## src/pmsc_pkg.sv

```systemverilog
// Package of the PID motor speed controller: field widths, request codes,
// register indexes, reset values and the structs passed between pipeline stages.
// No dependencies.
package pmsc_pkg;

  // Field widths
  localparam int SPEED_W    = 16;
  localparam int TARGET_W   = 11;
  localparam int ERR_W      = 17;
  localparam int DER_W      = 18;
  localparam int INTEG_W    = 21;
  localparam int ACC_W      = 22;
  localparam int GAIN_W     = 16;
  localparam int ILIM_W     = 20;
  localparam int DUTY_W     = 16;
  localparam int CFG_IDX_W  = 3;
  localparam int CFG_DATA_W = 20;
  localparam int P_PROD_W   = GAIN_W + 1 + ERR_W;
  localparam int I_PROD_W   = GAIN_W + 1 + INTEG_W;
  localparam int D_PROD_W   = GAIN_W + 1 + DER_W;
  localparam int SUM_W      = 39;
  localparam int FRAC_W     = 8;

  // Target clamp bounds
  localparam logic signed [SPEED_W-1:0] TARGET_MIN = -16'sd500;
  localparam logic signed [SPEED_W-1:0] TARGET_MAX = 16'sd500;

  // Request codes carried in tuser
  typedef enum logic [1:0] {
    REQ_UPDATE = 2'd0,
    REQ_SET_TARGET = 2'd1,
    REQ_STOP = 2'd2
  } req_t;

  // Register indexes
  localparam logic [CFG_IDX_W-1:0] CFG_GAIN_P    = 3'd0;
  localparam logic [CFG_IDX_W-1:0] CFG_GAIN_I    = 3'd1;
  localparam logic [CFG_IDX_W-1:0] CFG_GAIN_D    = 3'd2;
  localparam logic [CFG_IDX_W-1:0] CFG_INTEG_LIM = 3'd3;
  localparam logic [CFG_IDX_W-1:0] CFG_DUTY_LIM  = 3'd4;

  // Register reset values
  localparam logic [GAIN_W-1:0] GAIN_P_RESET    = 16'd256;
  localparam logic [GAIN_W-1:0] GAIN_I_RESET    = 16'd0;
  localparam logic [GAIN_W-1:0] GAIN_D_RESET    = 16'd0;
  localparam logic [ILIM_W-1:0] INTEG_LIM_RESET = 20'd10000;
  localparam logic [DUTY_W-1:0] DUTY_LIM_RESET  = 16'd1000;

  // Controller terms after the state update
  typedef struct packed {
    logic signed [ERR_W-1:0]   err;
    logic signed [INTEG_W-1:0] acc;
    logic signed [DER_W-1:0]   der;
    logic                      reverse;
  } terms_t;

  // Gain products
  typedef struct packed {
    logic signed [P_PROD_W-1:0] p_prod;
    logic signed [I_PROD_W-1:0] i_prod;
    logic signed [D_PROD_W-1:0] d_prod;
    logic                       reverse;
  } products_t;

endpackage

```

## src/pmsc_state.sv

```systemverilog
// State update stage: target, error integral with clamp, previous error and
// direction; registers the controller terms. Depends on pmsc_pkg.
module pmsc_state (
  input  logic                                 clk,
  input  logic                                 rst,
  input  logic                                 item_valid,
  input  logic                                 advance,
  input  pmsc_pkg::req_t                       req,
  input  logic signed [pmsc_pkg::SPEED_W-1:0]  measured_speed,
  input  logic signed [pmsc_pkg::SPEED_W-1:0]  target_request,
  input  logic [pmsc_pkg::ILIM_W-1:0]          integral_limit,
  output logic                                 terms_valid,
  output pmsc_pkg::terms_t                     terms
);

  logic signed [pmsc_pkg::TARGET_W-1:0] target_speed;
  logic signed [pmsc_pkg::TARGET_W-1:0] target_speed_next;
  logic signed [pmsc_pkg::INTEG_W-1:0]  error_integral;
  logic signed [pmsc_pkg::INTEG_W-1:0]  error_integral_next;
  logic signed [pmsc_pkg::ERR_W-1:0]    last_error;
  logic signed [pmsc_pkg::ERR_W-1:0]    last_error_next;
  logic                                 last_direction;
  logic                                 last_direction_next;
  logic                                 terms_valid_next;
  pmsc_pkg::terms_t                     terms_next;

  logic signed [pmsc_pkg::ERR_W-1:0]    err;
  logic signed [pmsc_pkg::ACC_W-1:0]    acc_raw;
  logic signed [pmsc_pkg::ACC_W-1:0]    lim_pos;
  logic signed [pmsc_pkg::ACC_W-1:0]    lim_neg;
  logic signed [pmsc_pkg::ACC_W-1:0]    acc_clamped;
  logic signed [pmsc_pkg::DER_W-1:0]    der;
  logic signed [pmsc_pkg::TARGET_W-1:0] target_clamped;
  logic                                 take;

  assign take = item_valid && advance;

  // Error, integral with symmetric clamp, derivative
  always_comb begin
    err = pmsc_pkg::ERR_W'(target_speed) - pmsc_pkg::ERR_W'(measured_speed);
    acc_raw = pmsc_pkg::ACC_W'(error_integral) + pmsc_pkg::ACC_W'(err);
    lim_pos = $signed({2'b00, integral_limit});
    lim_neg = -lim_pos;
    priority if (acc_raw > lim_pos) begin
      acc_clamped = lim_pos;
    end else if (acc_raw < lim_neg) begin
      acc_clamped = lim_neg;
    end else begin
      acc_clamped = acc_raw;
    end
    der = pmsc_pkg::DER_W'(err) - pmsc_pkg::DER_W'(last_error);
  end

  // Clamp a requested target into range
  always_comb begin
    priority if (target_request < pmsc_pkg::TARGET_MIN) begin
      target_clamped = pmsc_pkg::TARGET_W'(pmsc_pkg::TARGET_MIN);
    end else if (target_request > pmsc_pkg::TARGET_MAX) begin
      target_clamped = pmsc_pkg::TARGET_W'(pmsc_pkg::TARGET_MAX);
    end else begin
      target_clamped = target_request[pmsc_pkg::TARGET_W-1:0];
    end
  end

  // Decode the request into next state and terms
  always_comb begin
    target_speed_next   = target_speed;
    error_integral_next = error_integral;
    last_error_next     = last_error;
    last_direction_next = last_direction;
    terms_valid_next    = 1'b0;
    terms_next.err      = '0;
    terms_next.acc      = '0;
    terms_next.der      = '0;
    terms_next.reverse  = last_direction;
    if (take) begin
      unique case (req)
        pmsc_pkg::REQ_UPDATE: begin
          error_integral_next = acc_clamped[pmsc_pkg::INTEG_W-1:0];
          last_error_next     = err;
          last_direction_next = target_speed[pmsc_pkg::TARGET_W-1];
          terms_valid_next    = 1'b1;
          terms_next.err      = err;
          terms_next.acc      = acc_clamped[pmsc_pkg::INTEG_W-1:0];
          terms_next.der      = der;
          terms_next.reverse  = target_speed[pmsc_pkg::TARGET_W-1];
        end
        pmsc_pkg::REQ_SET_TARGET: begin
          target_speed_next = target_clamped;
        end
        pmsc_pkg::REQ_STOP: begin
          // Clear the loop state; duty comes out as zero
          target_speed_next   = '0;
          error_integral_next = '0;
          last_error_next     = '0;
          terms_valid_next    = 1'b1;
        end
        default: begin
          // Drop the unused request code
        end
      endcase
    end
  end

  // Hold state and terms
  always_ff @(posedge clk) begin
    if (rst) begin
      target_speed   <= '0;
      error_integral <= '0;
      last_error     <= '0;
      last_direction <= 1'b0;
      terms_valid    <= 1'b0;
    end else begin
      target_speed   <= target_speed_next;
      error_integral <= error_integral_next;
      last_error     <= last_error_next;
      last_direction <= last_direction_next;
      if (advance) begin
        terms_valid <= terms_valid_next;
      end
    end
  end

  always_ff @(posedge clk) begin
    if (advance) begin
      terms <= terms_next;
    end
  end

endmodule

```

## src/pmsc_mult.sv

```systemverilog
// Gain multiply stage: three signed products of the gains and controller terms,
// registered. Depends on pmsc_pkg.
module pmsc_mult (
  input  logic                          clk,
  input  logic                          rst,
  input  logic                          terms_valid,
  input  logic                          advance,
  input  pmsc_pkg::terms_t              terms,
  input  logic [pmsc_pkg::GAIN_W-1:0]   gain_p,
  input  logic [pmsc_pkg::GAIN_W-1:0]   gain_i,
  input  logic [pmsc_pkg::GAIN_W-1:0]   gain_d,
  output logic                          products_valid,
  output pmsc_pkg::products_t           products
);

  pmsc_pkg::products_t products_next;

  // Multiply each term by its unsigned gain, both widened to the product width
  always_comb begin
    products_next.p_prod  = pmsc_pkg::P_PROD_W'($signed({1'b0, gain_p}))
                          * pmsc_pkg::P_PROD_W'(terms.err);
    products_next.i_prod  = pmsc_pkg::I_PROD_W'($signed({1'b0, gain_i}))
                          * pmsc_pkg::I_PROD_W'(terms.acc);
    products_next.d_prod  = pmsc_pkg::D_PROD_W'($signed({1'b0, gain_d}))
                          * pmsc_pkg::D_PROD_W'(terms.der);
    products_next.reverse = terms.reverse;
  end

  always_ff @(posedge clk) begin
    if (rst) begin
      products_valid <= 1'b0;
    end else if (advance) begin
      products_valid <= terms_valid;
    end
  end

  always_ff @(posedge clk) begin
    if (advance) begin
      products <= products_next;
    end
  end

endmodule

```

## src/pmsc_out.sv

```systemverilog
// Output stage: sums the products, takes the magnitude, drops the Q8.8
// fraction and saturates to the duty limit. Depends on pmsc_pkg.
module pmsc_out (
  input  logic                          clk,
  input  logic                          rst,
  input  logic                          products_valid,
  input  logic                          advance,
  input  pmsc_pkg::products_t           products,
  input  logic [pmsc_pkg::DUTY_W-1:0]   duty_limit,
  output logic                          result_valid,
  output logic [pmsc_pkg::DUTY_W-1:0]   pwm_duty,
  output logic                          reverse
);

  localparam int MAG_W = pmsc_pkg::SUM_W - pmsc_pkg::FRAC_W;

  logic signed [pmsc_pkg::SUM_W-1:0] sum;
  logic [pmsc_pkg::SUM_W-1:0]        mag;
  logic [MAG_W-1:0]                  mag_int;
  logic [pmsc_pkg::DUTY_W-1:0]       pwm_duty_next;

  // Sum, magnitude, truncate and saturate
  always_comb begin
    sum = pmsc_pkg::SUM_W'(products.p_prod) + pmsc_pkg::SUM_W'(products.i_prod)
        + pmsc_pkg::SUM_W'(products.d_prod);
    mag = sum[pmsc_pkg::SUM_W-1] ? pmsc_pkg::SUM_W'(-sum) : pmsc_pkg::SUM_W'(sum);
    mag_int = mag[pmsc_pkg::SUM_W-1:pmsc_pkg::FRAC_W];
    if (mag_int > MAG_W'(duty_limit)) begin
      pwm_duty_next = duty_limit;
    end else begin
      pwm_duty_next = mag_int[pmsc_pkg::DUTY_W-1:0];
    end
  end

  always_ff @(posedge clk) begin
    if (rst) begin
      result_valid <= 1'b0;
    end else if (advance) begin
      result_valid <= products_valid;
    end
  end

  always_ff @(posedge clk) begin
    if (advance) begin
      pwm_duty <= pwm_duty_next;
      reverse  <= products.reverse;
    end
  end

endmodule

```

## src/pid_motor_speed_controller.sv

```systemverilog
// Top level of the PID motor speed controller: stream ports, configuration
// registers, input register and pipeline flow control.
// Depends on pmsc_pkg, pmsc_state, pmsc_mult and pmsc_out.

// Discrete PID speed regulator in a four-register pipeline: input register,
// state update (error, clamped integral, derivative), gain multiply, then sum,
// magnitude, Q8.8 truncation and duty saturation into the output register. It
// takes one transaction per cycle while s_tready is high; an update or emergency stop passes through
// the terms, product and output registers to its result, and each stage holds an item independently, so
// the input keeps accepting while the output waits as long as a bubble remains.
// A set-target transaction and the unused request code give no result. The loop
// state lives only in the update stage, so items follow each other back to back.
// The user must write configuration with no transaction in flight; the block does not enforce this.
module pid_motor_speed_controller (
  input  logic                               clk,
  input  logic                               rst,
  // Input stream
  input  logic                               s_tvalid,
  output logic                               s_tready,
  input  logic [31:0]                        s_tdata,  // measured_speed[15:0], target_request[31:16]
  input  logic [1:0]                         s_tuser,  // req_type[1:0]
  // Result stream
  output logic                               m_tvalid,
  input  logic                               m_tready,
  output logic [23:0]                        m_tdata,  // pwm_duty[15:0], reverse[16], zero[23:17]
  // Configuration write port
  input  logic                               cfg_wr_en,
  input  logic [pmsc_pkg::CFG_IDX_W-1:0]     cfg_index,
  input  logic [pmsc_pkg::CFG_DATA_W-1:0]    cfg_data
);

  logic [pmsc_pkg::GAIN_W-1:0] gain_p;
  logic [pmsc_pkg::GAIN_W-1:0] gain_i;
  logic [pmsc_pkg::GAIN_W-1:0] gain_d;
  logic [pmsc_pkg::ILIM_W-1:0] integral_limit;
  logic [pmsc_pkg::DUTY_W-1:0] duty_limit;

  logic                                  in_valid;
  pmsc_pkg::req_t                        in_req;
  logic signed [pmsc_pkg::SPEED_W-1:0]   in_measured;
  logic signed [pmsc_pkg::SPEED_W-1:0]   in_target;

  logic                 terms_valid;
  pmsc_pkg::terms_t     terms;
  logic                 products_valid;
  pmsc_pkg::products_t  products;
  logic [pmsc_pkg::DUTY_W-1:0] pwm_duty;
  logic                 reverse;

  logic en_out;
  logic en_mult;
  logic en_state;
  logic en_in;

  // Advance each stage when the one after it is empty or advancing
  assign en_out   = !m_tvalid || m_tready;
  assign en_mult  = !products_valid || en_out;
  assign en_state = !terms_valid || en_mult;
  assign en_in    = !in_valid || en_state;
  assign s_tready = en_in;

  // Configuration registers
  always_ff @(posedge clk) begin
    if (rst) begin
      gain_p         <= pmsc_pkg::GAIN_P_RESET;
      gain_i         <= pmsc_pkg::GAIN_I_RESET;
      gain_d         <= pmsc_pkg::GAIN_D_RESET;
      integral_limit <= pmsc_pkg::INTEG_LIM_RESET;
      duty_limit     <= pmsc_pkg::DUTY_LIM_RESET;
    end else if (cfg_wr_en) begin
      unique case (cfg_index)
        pmsc_pkg::CFG_GAIN_P:    gain_p         <= cfg_data[pmsc_pkg::GAIN_W-1:0];
        pmsc_pkg::CFG_GAIN_I:    gain_i         <= cfg_data[pmsc_pkg::GAIN_W-1:0];
        pmsc_pkg::CFG_GAIN_D:    gain_d         <= cfg_data[pmsc_pkg::GAIN_W-1:0];
        pmsc_pkg::CFG_INTEG_LIM: integral_limit <= cfg_data[pmsc_pkg::ILIM_W-1:0];
        pmsc_pkg::CFG_DUTY_LIM:  duty_limit     <= cfg_data[pmsc_pkg::DUTY_W-1:0];
        default: begin
          // Ignore writes beyond the register list
        end
      endcase
    end
  end

  // Input register
  always_ff @(posedge clk) begin
    if (rst) begin
      in_valid <= 1'b0;
    end else if (en_in) begin
      in_valid <= s_tvalid;
    end
  end

  always_ff @(posedge clk) begin
    if (en_in) begin
      in_req      <= pmsc_pkg::req_t'(s_tuser);
      in_measured <= $signed(s_tdata[15:0]);
      in_target   <= $signed(s_tdata[31:16]);
    end
  end

  pmsc_state u_state (
    .clk            (clk),
    .rst            (rst),
    .item_valid     (in_valid),
    .advance        (en_state),
    .req            (in_req),
    .measured_speed (in_measured),
    .target_request (in_target),
    .integral_limit (integral_limit),
    .terms_valid    (terms_valid),
    .terms          (terms)
  );

  pmsc_mult u_mult (
    .clk            (clk),
    .rst            (rst),
    .terms_valid    (terms_valid),
    .advance        (en_mult),
    .terms          (terms),
    .gain_p         (gain_p),
    .gain_i         (gain_i),
    .gain_d         (gain_d),
    .products_valid (products_valid),
    .products       (products)
  );

  pmsc_out u_out (
    .clk            (clk),
    .rst            (rst),
    .products_valid (products_valid),
    .advance        (en_out),
    .products       (products),
    .duty_limit     (duty_limit),
    .result_valid   (m_tvalid),
    .pwm_duty       (pwm_duty),
    .reverse        (reverse)
  );

  assign m_tdata = {7'd0, reverse, pwm_duty};

  // Duty never exceeds the configured limit
  assert property (@(posedge clk) disable iff (rst)
    m_tvalid |-> (m_tdata[15:0] <= duty_limit))
    else $error("pwm duty above duty limit");

  // Input stalls only when every stage holds an item and the output waits
  assert property (@(posedge clk) disable iff (rst)
    !s_tready |-> (in_valid && terms_valid && products_valid && m_tvalid && !m_tready))
    else $error("input stalled with a free stage");

  // No result straight after reset
  assert property (@(posedge clk)
    $past(rst) |-> !m_tvalid)
    else $error("result valid after reset");

endmodule

```

## config.mk

```make
export PLATFORM = sky130hd
export DESIGN_NAME = pid_motor_speed_controller
export DESIGN_NICKNAME = d
export VERILOG_FILES = /design/src/pmsc_pkg.sv /design/src/pmsc_state.sv /design/src/pmsc_mult.sv /design/src/pmsc_out.sv /design/src/pid_motor_speed_controller.sv
export SDC_FILE = /design/constraint.sdc
export NUM_CORES = 2
export LEC_CHECK = 0
export ABC_AREA = 1
export BUFFER_PORTS_ARGS = -buffer_cell sky130_fd_sc_hd__buf_4
export CAP_MARGIN = 20
export CORE_MARGIN = 3
export CORE_UTILIZATION = 40
export DETAILED_ROUTE_END_ITERATION = 12
export PLACE_DENSITY = 0.64
export SYNTH_ARGS = -nofsm -noshare
export SYNTH_HDL_FRONTEND = slang
export SYNTH_SLANG_ARGS = --single-unit
export TNS_END_PERCENT = 10
```

## constraint.sdc

```tcl
create_clock -name clk -period 10 [get_ports clk]
set_clock_uncertainty 0.15 [all_clocks]
set_input_delay 0.5 -clock clk [delete_from_list [all_inputs] [get_ports clk]]
set_output_delay 0.5 -clock clk [all_outputs]
set_load 0.05 [all_outputs]
```

# Word-level counts from Yosys, hierarchy flattened

Cells that the tools add are included.

Equal/unequal tests: 6
Add/subtract/negate cells: 7
Multiply operators: 3
Muxes and demuxes: 13
Reduce and logical (&&, ||, !) cells: 22
Order comparisons: 5

Operator list:

| operator               | count |
|---|---|
| $mux W21               | 2 |
| $pmux W21 S2           | 1 |
| $add A34 B38 Y39       | 1 |
| $add A39 B35 Y39       | 1 |
| $mux W39               | 1 |
| $neg A39 Y39           | 1 |
| $mul A17 B21 Y38       | 1 |
| $mul A17 B18 Y35       | 1 |
| $mul A17 B17 Y34       | 1 |
| $pmux W17 S2           | 1 |
| $gt A31 B16 Y1         | 1 |
| $add A21 B17 Y22       | 1 |
| $gt A22 B21 Y1         | 1 |
| $lt A22 B22 Y1         | 1 |
| $mux W11               | 2 |
| $neg A20 Y22           | 1 |
| $pmux W11 S2           | 1 |
| $sub A17 B17 Y18       | 1 |
| $sub A11 B16 Y17       | 1 |
| $gt A16 B10 Y1 const B | 1 |
| $lt A16 B10 Y1 const B | 1 |
| $mux W16               | 1 |
| $reduce_and A2 Y1      | 8 |
| $eq A3 B2 Y1 const B   | 2 |
| 12 further kinds       | 22 |

Bits of input ports: 62
Register bits after elaboration: 354
Output and inout port bits: 26
Word-level logic and storage cells: 82

# Longest topological paths before layout

Depth after elaboration: 6
Depth in mapped cells: 38

# Modules after synthesis

Synthesis repeated with hierarchy kept, for this count alone.

Cell total of the unflattened synthesis: 7870
Area total of the unflattened synthesis: 58725.1 µm²

By module, submodules not included:

| module                     | times used | cells each | area each (µm²) | seq. area each (µm²) |
|---|---|---|---|---|
| pmsc_mult                  | 1          | 4939       | 38727.1         | 3263.1 |
| pmsc_state                 | 1          | 1270       | 8877.3          | 2732.6 |
| pmsc_out                   | 1          | 1175       | 6712.7          | 530.5 |
| pid_motor_speed_controller | 1          | 486        | 4408.0          | 2722.6 |

# Worst setup path before layout

No wires, ideal clock.

Path type: flip-flop to flip-flop
Start: register u_state.terms[24] (netlist name)
End: register u_mult.products[69] (netlist name)
Cell stages (with the launch flop): 24
Data arrival time: 6.070 ns
Period minus slack after synthesis: 6.477 ns
Slack: 3.523 ns
Cells stage by stage: edfxtp_1 > clkbuf_1 > clkbuf_1 > nand2_1 > fa_1 > inv_1 > fa_1 > inv_1 > fa_1 > fa_1 > fa_1 > inv_1 > fa_1 > ha_1 > a21oi_1 > a21boi_0 > o21bai_1 > a21oi_1 > o21ai_0 > a21boi_0 > o21bai_1 > and2_1 > o21bai_1 > nand2_1

# Worst setup path after layout

Start: register in_measured[0] (netlist name)
End: register u_state.terms[29] (netlist name)

Cells in the longest elaborated chain, start to end: 5
Elaborated cells between the ends (all ways): 6

Ends and longest elaborated chain:

| what                      | line                             | text |
|---|---|---|
| start, declared           | pid_motor_speed_controller.sv:40 | `logic signed [pmsc_pkg::SPEED_W-1:0] in_measured;` |
| start signal, assigned    | pid_motor_speed_controller.sv:96 | `in_measured <= $signed(s_tdata[15:0]);` |
| $sub A11 B16 Y17 (*)      | pmsc_state.sv:40                 | `err = pmsc_pkg::ERR_W'(target_speed) - pmsc_pkg::ERR_W'(measured_speed);` |
| net u_state.err (one bit) | pmsc_state.sv:27                 | `logic signed [pmsc_pkg::ERR_W-1:0] err;` |
| $add A21 B17 Y22 (*)      | pmsc_state.sv:41                 | `acc_raw = pmsc_pkg::ACC_W'(error_integral) + pmsc_pkg::ACC_W'(err);` |
| $lt A22 B22 Y1            | pmsc_state.sv:46                 | `end else if (acc_raw < lim_neg) begin` |
| $mux W21                  | pmsc_state.sv:46                 |  |
| $mux W21 (*)              | pmsc_state.sv:44                 | `priority if (acc_raw > lim_pos) begin` |

The timed path passes the listed nets; every way through them passes the cells marked *.
A chain may end at the register's enable or synchronous reset.

==> impl_metrics.json <==
{
  "ys_warn_count": 0,
  "synth_edf_count": 216,
  "dp.final_hpwl_um": 124000,
  "ys.flop_type": "edfxtp_1",
  "crit_end": "u_state.terms[29]",
  "drv_cap": 0,
  "critPathLaunchType": "flop",
  "reg2reg_to": "u_state.terms[29]",
  "worst_slew_pin_slew_ps": 1100,
  "crit_type": "flop to flop",
  "cp.arrival_ps": 7880,
  "die_w_um": 376,
  "clock_sinks": 354,
  "drtIter0Drc": 3008,
  "grt_usage_pct": 22.1,
  "finalCriticalPeriod_ps": 7680,
  "grt_antenna_before_repair": 13,
  "cts_buffers": 43,
  "seq_area_um2": 9250,
  "outcome": "complete, no violations",
  "reg2reg_setup_slack_ps": 2320,
  "worst_r2r_startpoint": "in_measured[0]",
  "required_ps": 10200,
  "multi_input_area_um2": 37900,
  "insertion_delay_ps": 610,
  "avgSynthCellArea_um2": 8.00,
  "tns_ps": 0,
  "rows": 135,
  "slowest_stage": "clkinv_1",
  "viasPerCell": 5.02,
  "synthArstFlopShare_pct": 0,
  "cts.repair.resized": 0,
  "final_antenna_net_count": 0,
  "setup_violations": 0,
  "cts_tree": "built",
  "die_h_um": 376,
  "io-pin-count": 88,
  "ys_ff_latch": 354,
  "netlist_area_um2": 54900,
  "cp.depth": 31,
  "critical_path.top_delay_family": "simple AND/OR/NAND/NOR gates",
  "rsz0062_at_grt": "no",
  "io_buffers": 80,
  "place_ws_ps": 2330,
  "wl_um": 155000,
  "ys_seq_area_share_pct": 16.9,
  "holdWs_ps": 56.2,
  "ir_drop_v": 0.000117,
  "timing_max_transition_violations_final": 0,
  "finalHoldViolCount": 0,
  "leakagePower_uw": 0.0319,
  "ctsRootBufferMaster": "clkbuf_16",
  "drc_errors": 0,
  "syn2layout_area_growth_pct": 7.07,
  "fin_ws_ps": 2320,
  "crit_fanout": 24,
  "critPathLaunch": "in_measured[0]",
  "cts.path.max_buffers": 3,
  "grt_pass1_wl_um": 247000,
  "cp_slowest_stage_delay_ps": 730,
  "grt_max_degree": 79,
  "crit_buf_inv": 2,
  "relSlewSlack_pct": 26.8,
  "gp_congestion": 0.928,
  "dieArea_um2": 142000,
  "cts_htree_levels": 2,
  "grt_overflow": 0,
  "nets": 8191,
  "min_period_over_period_pct": 76.8,
  "dr.pass1.iters": 8,
  "min_path_type": "primary input to flop",
  "synthCells": 6858,
  "power_density_nw_per_um2": 75.2,
  "critPathMostFrequentCell": "nand2_1",
  "initial_utilization_pct": 40.4,
  "cts.clk_slew.worst_paths_ps": 70,
  "max_freq_mhz": 130,
  "grt_pass1_vias": 44500,
  "coreArea_um2": 136000,
  "r2r_cells": 31,
  "final.fill_count": 13500,
  "wl_per_cell_um": 18.0,
  "drive_gt1_share_pct": 4.34,
  "via_count": 43200,
  "yosysUniqueCellTypes": 55,
  "endpoint_kind": "flop"
}
==> cell families after synthesis <==
family / share of synthesized area, %
AO/OA/AOI/OAI: 6.21
XOR/XNOR: 2.72
adder cells (fa/ha/maj): 42.6
buffers and inverters: 14.2
flip-flops: 16.9
other: 0.00683
AND/OR/NAND/NOR: 17.4
==> cells in the mapped netlist (12+ instances only) <==
cell / n / area share [%]
xnor2_1: 55 / 0.88
nand2_2: 34 / 0.39
fa_1: 879 / 32
clkbuf_1: 252 / 1.7
a31oi_1: 12 / 0.14
nand3_1: 174 / 1.6
nand3b_1: 15 / 0.21
a21boi_0: 16 / 0.22
ha_1: 464 / 11
nor2_1: 302 / 2.1
nand2_1: 1632 / 11
or2_2: 18 / 0.21
o21bai_1: 20 / 0.27
dfxtp_1: 138 / 5.0
o21a_1: 16 / 0.22
inv_1: 1772 / 12
nor2_2: 12 / 0.14
edfxtp_1: 216 / 12
a21oi_1: 295 / 2.7
nand4_1: 50 / 0.57
nor3_1: 33 / 0.30
xor2_1: 112 / 1.8
o21ai_0: 195 / 1.8
==> stage by stage <==
step           util [%]  std cells  instance area, um2  total power, uW
2_1_floorplan         -       6864               54900             2490
6_report           43.3       8609               58800             4420
3_5_place_dp       41.9       8486               56900             2850
5_1_grt            43.2       8602               58700             4640
3_3_place_gp       41.9       8486               56900             2840
4_1_cts            43.2       8601               58700             4440
==> area by class of cell <==
| class | instances | share of cell area [%] |
|---|---|---|
| multi-input cells | 4449 | 64.5 |
| flip-flops and latches | 354 | 15.7 |
| inverters | 1786 | 11.4 |
| well taps | 1781 | 3.79 |
| repair buffers | 152 | 2.13 |
| clock buffers | 55 | 2.01 |
| clock inverters | 25 | 0.424 |
| diodes | 7 | 0.0298 |
==> worst min-delay path by stage <==
stage	endpoint	cells after the start	start	slack, ps
after floorplan	u_mult.products[0]	0	u_state.terms[0]	250
after global placement	u_mult.products[0]	0	u_state.terms[0]	250
after detailed placement	u_mult.products[0]	0	u_state.terms[0]	260
after CTS	integral_limit[18]	3	cfg_data[18]	30
after global routing	integral_limit[18]	3	cfg_data[18]	50
final	integral_limit[19]	3	cfg_data[19]	60
==> where the power goes <==
| part | internal, uW | total [uW] | switching (uW) |
|---|---|---|---|
| combinational | 363 | 1120 | 760 |
| clock | 881 | 1580 | 697 |
| sequential | 1610 | 1720 | 110 |
| total | 2850 | 4420 | 1570 |
==> state kept, by name (all words and copies together) (netlist names), 2 cells and up <==
name / count
u_state.last_error: 17
gain_d: 16
duty_limit: 16
in_target: 16
gain_i: 16
u_out.pwm_duty: 16
u_mult.products: 108
u_state.terms: 57
gain_p: 16
integral_limit: 20
in_req: 2
u_state.error_integral: 21
in_measured: 16
u_state.target_speed: 11
==> worst reg2reg max path: cells and delay by family (launching register included) <==
kind                     cells  cell delay (ps)
AO/OA/AOI/OAI                7             1600
XOR/XNOR                     1              290
adder cells (fa/ha/maj)      4             1320
buffers and inverters        2              870
flip-flops                   1              360
AND/OR/NAND/NOR             17             2870
==> layer usage <==
| metal | part of all wire (%) | up-vias | routed length, um | global-route usage (%) |
|---|---|---|---|---|
| li1 | - | 20200 | - | - |
| met1 | 43 | 21200 | 67200 | 30.4 |
| met2 | 46 | 1509 | 70900 | 36.2 |
| met3 | 7.8 | 241 | 12000 | 3.32 |
| met4 | 3.0 | 2 | 4630 | 6.44 |
| met5 | 0.0084 | - | 13 | 0 |
==> cell usage in the layout, fill, tap and decap left out, drive strengths merged, types with 11 or more instances in the layout <==
master	count
nand3b	15
dlygate4sd3	35
xor2	112
inv	1786
edfxtp	216
clkinv	18
o21bai	20
dfxtp	138
fa	879
nand2	1667
nor2	319
a21boi	16
xnor2	56
clkbuf	55
and3	11
nor3	34
ha	464
a31oi	12
nand3	185
buf	117
a21oi	298
o21a	16
nand4	53
o21ai	196
or2	18
==> what timing repair did <==
action,in CTS,in global routing
hold buffers,35,0
endpoints found under the hold margin,35,0
setup buffers,0,0
No activity file was read; power rests on OpenSTA's default activity.
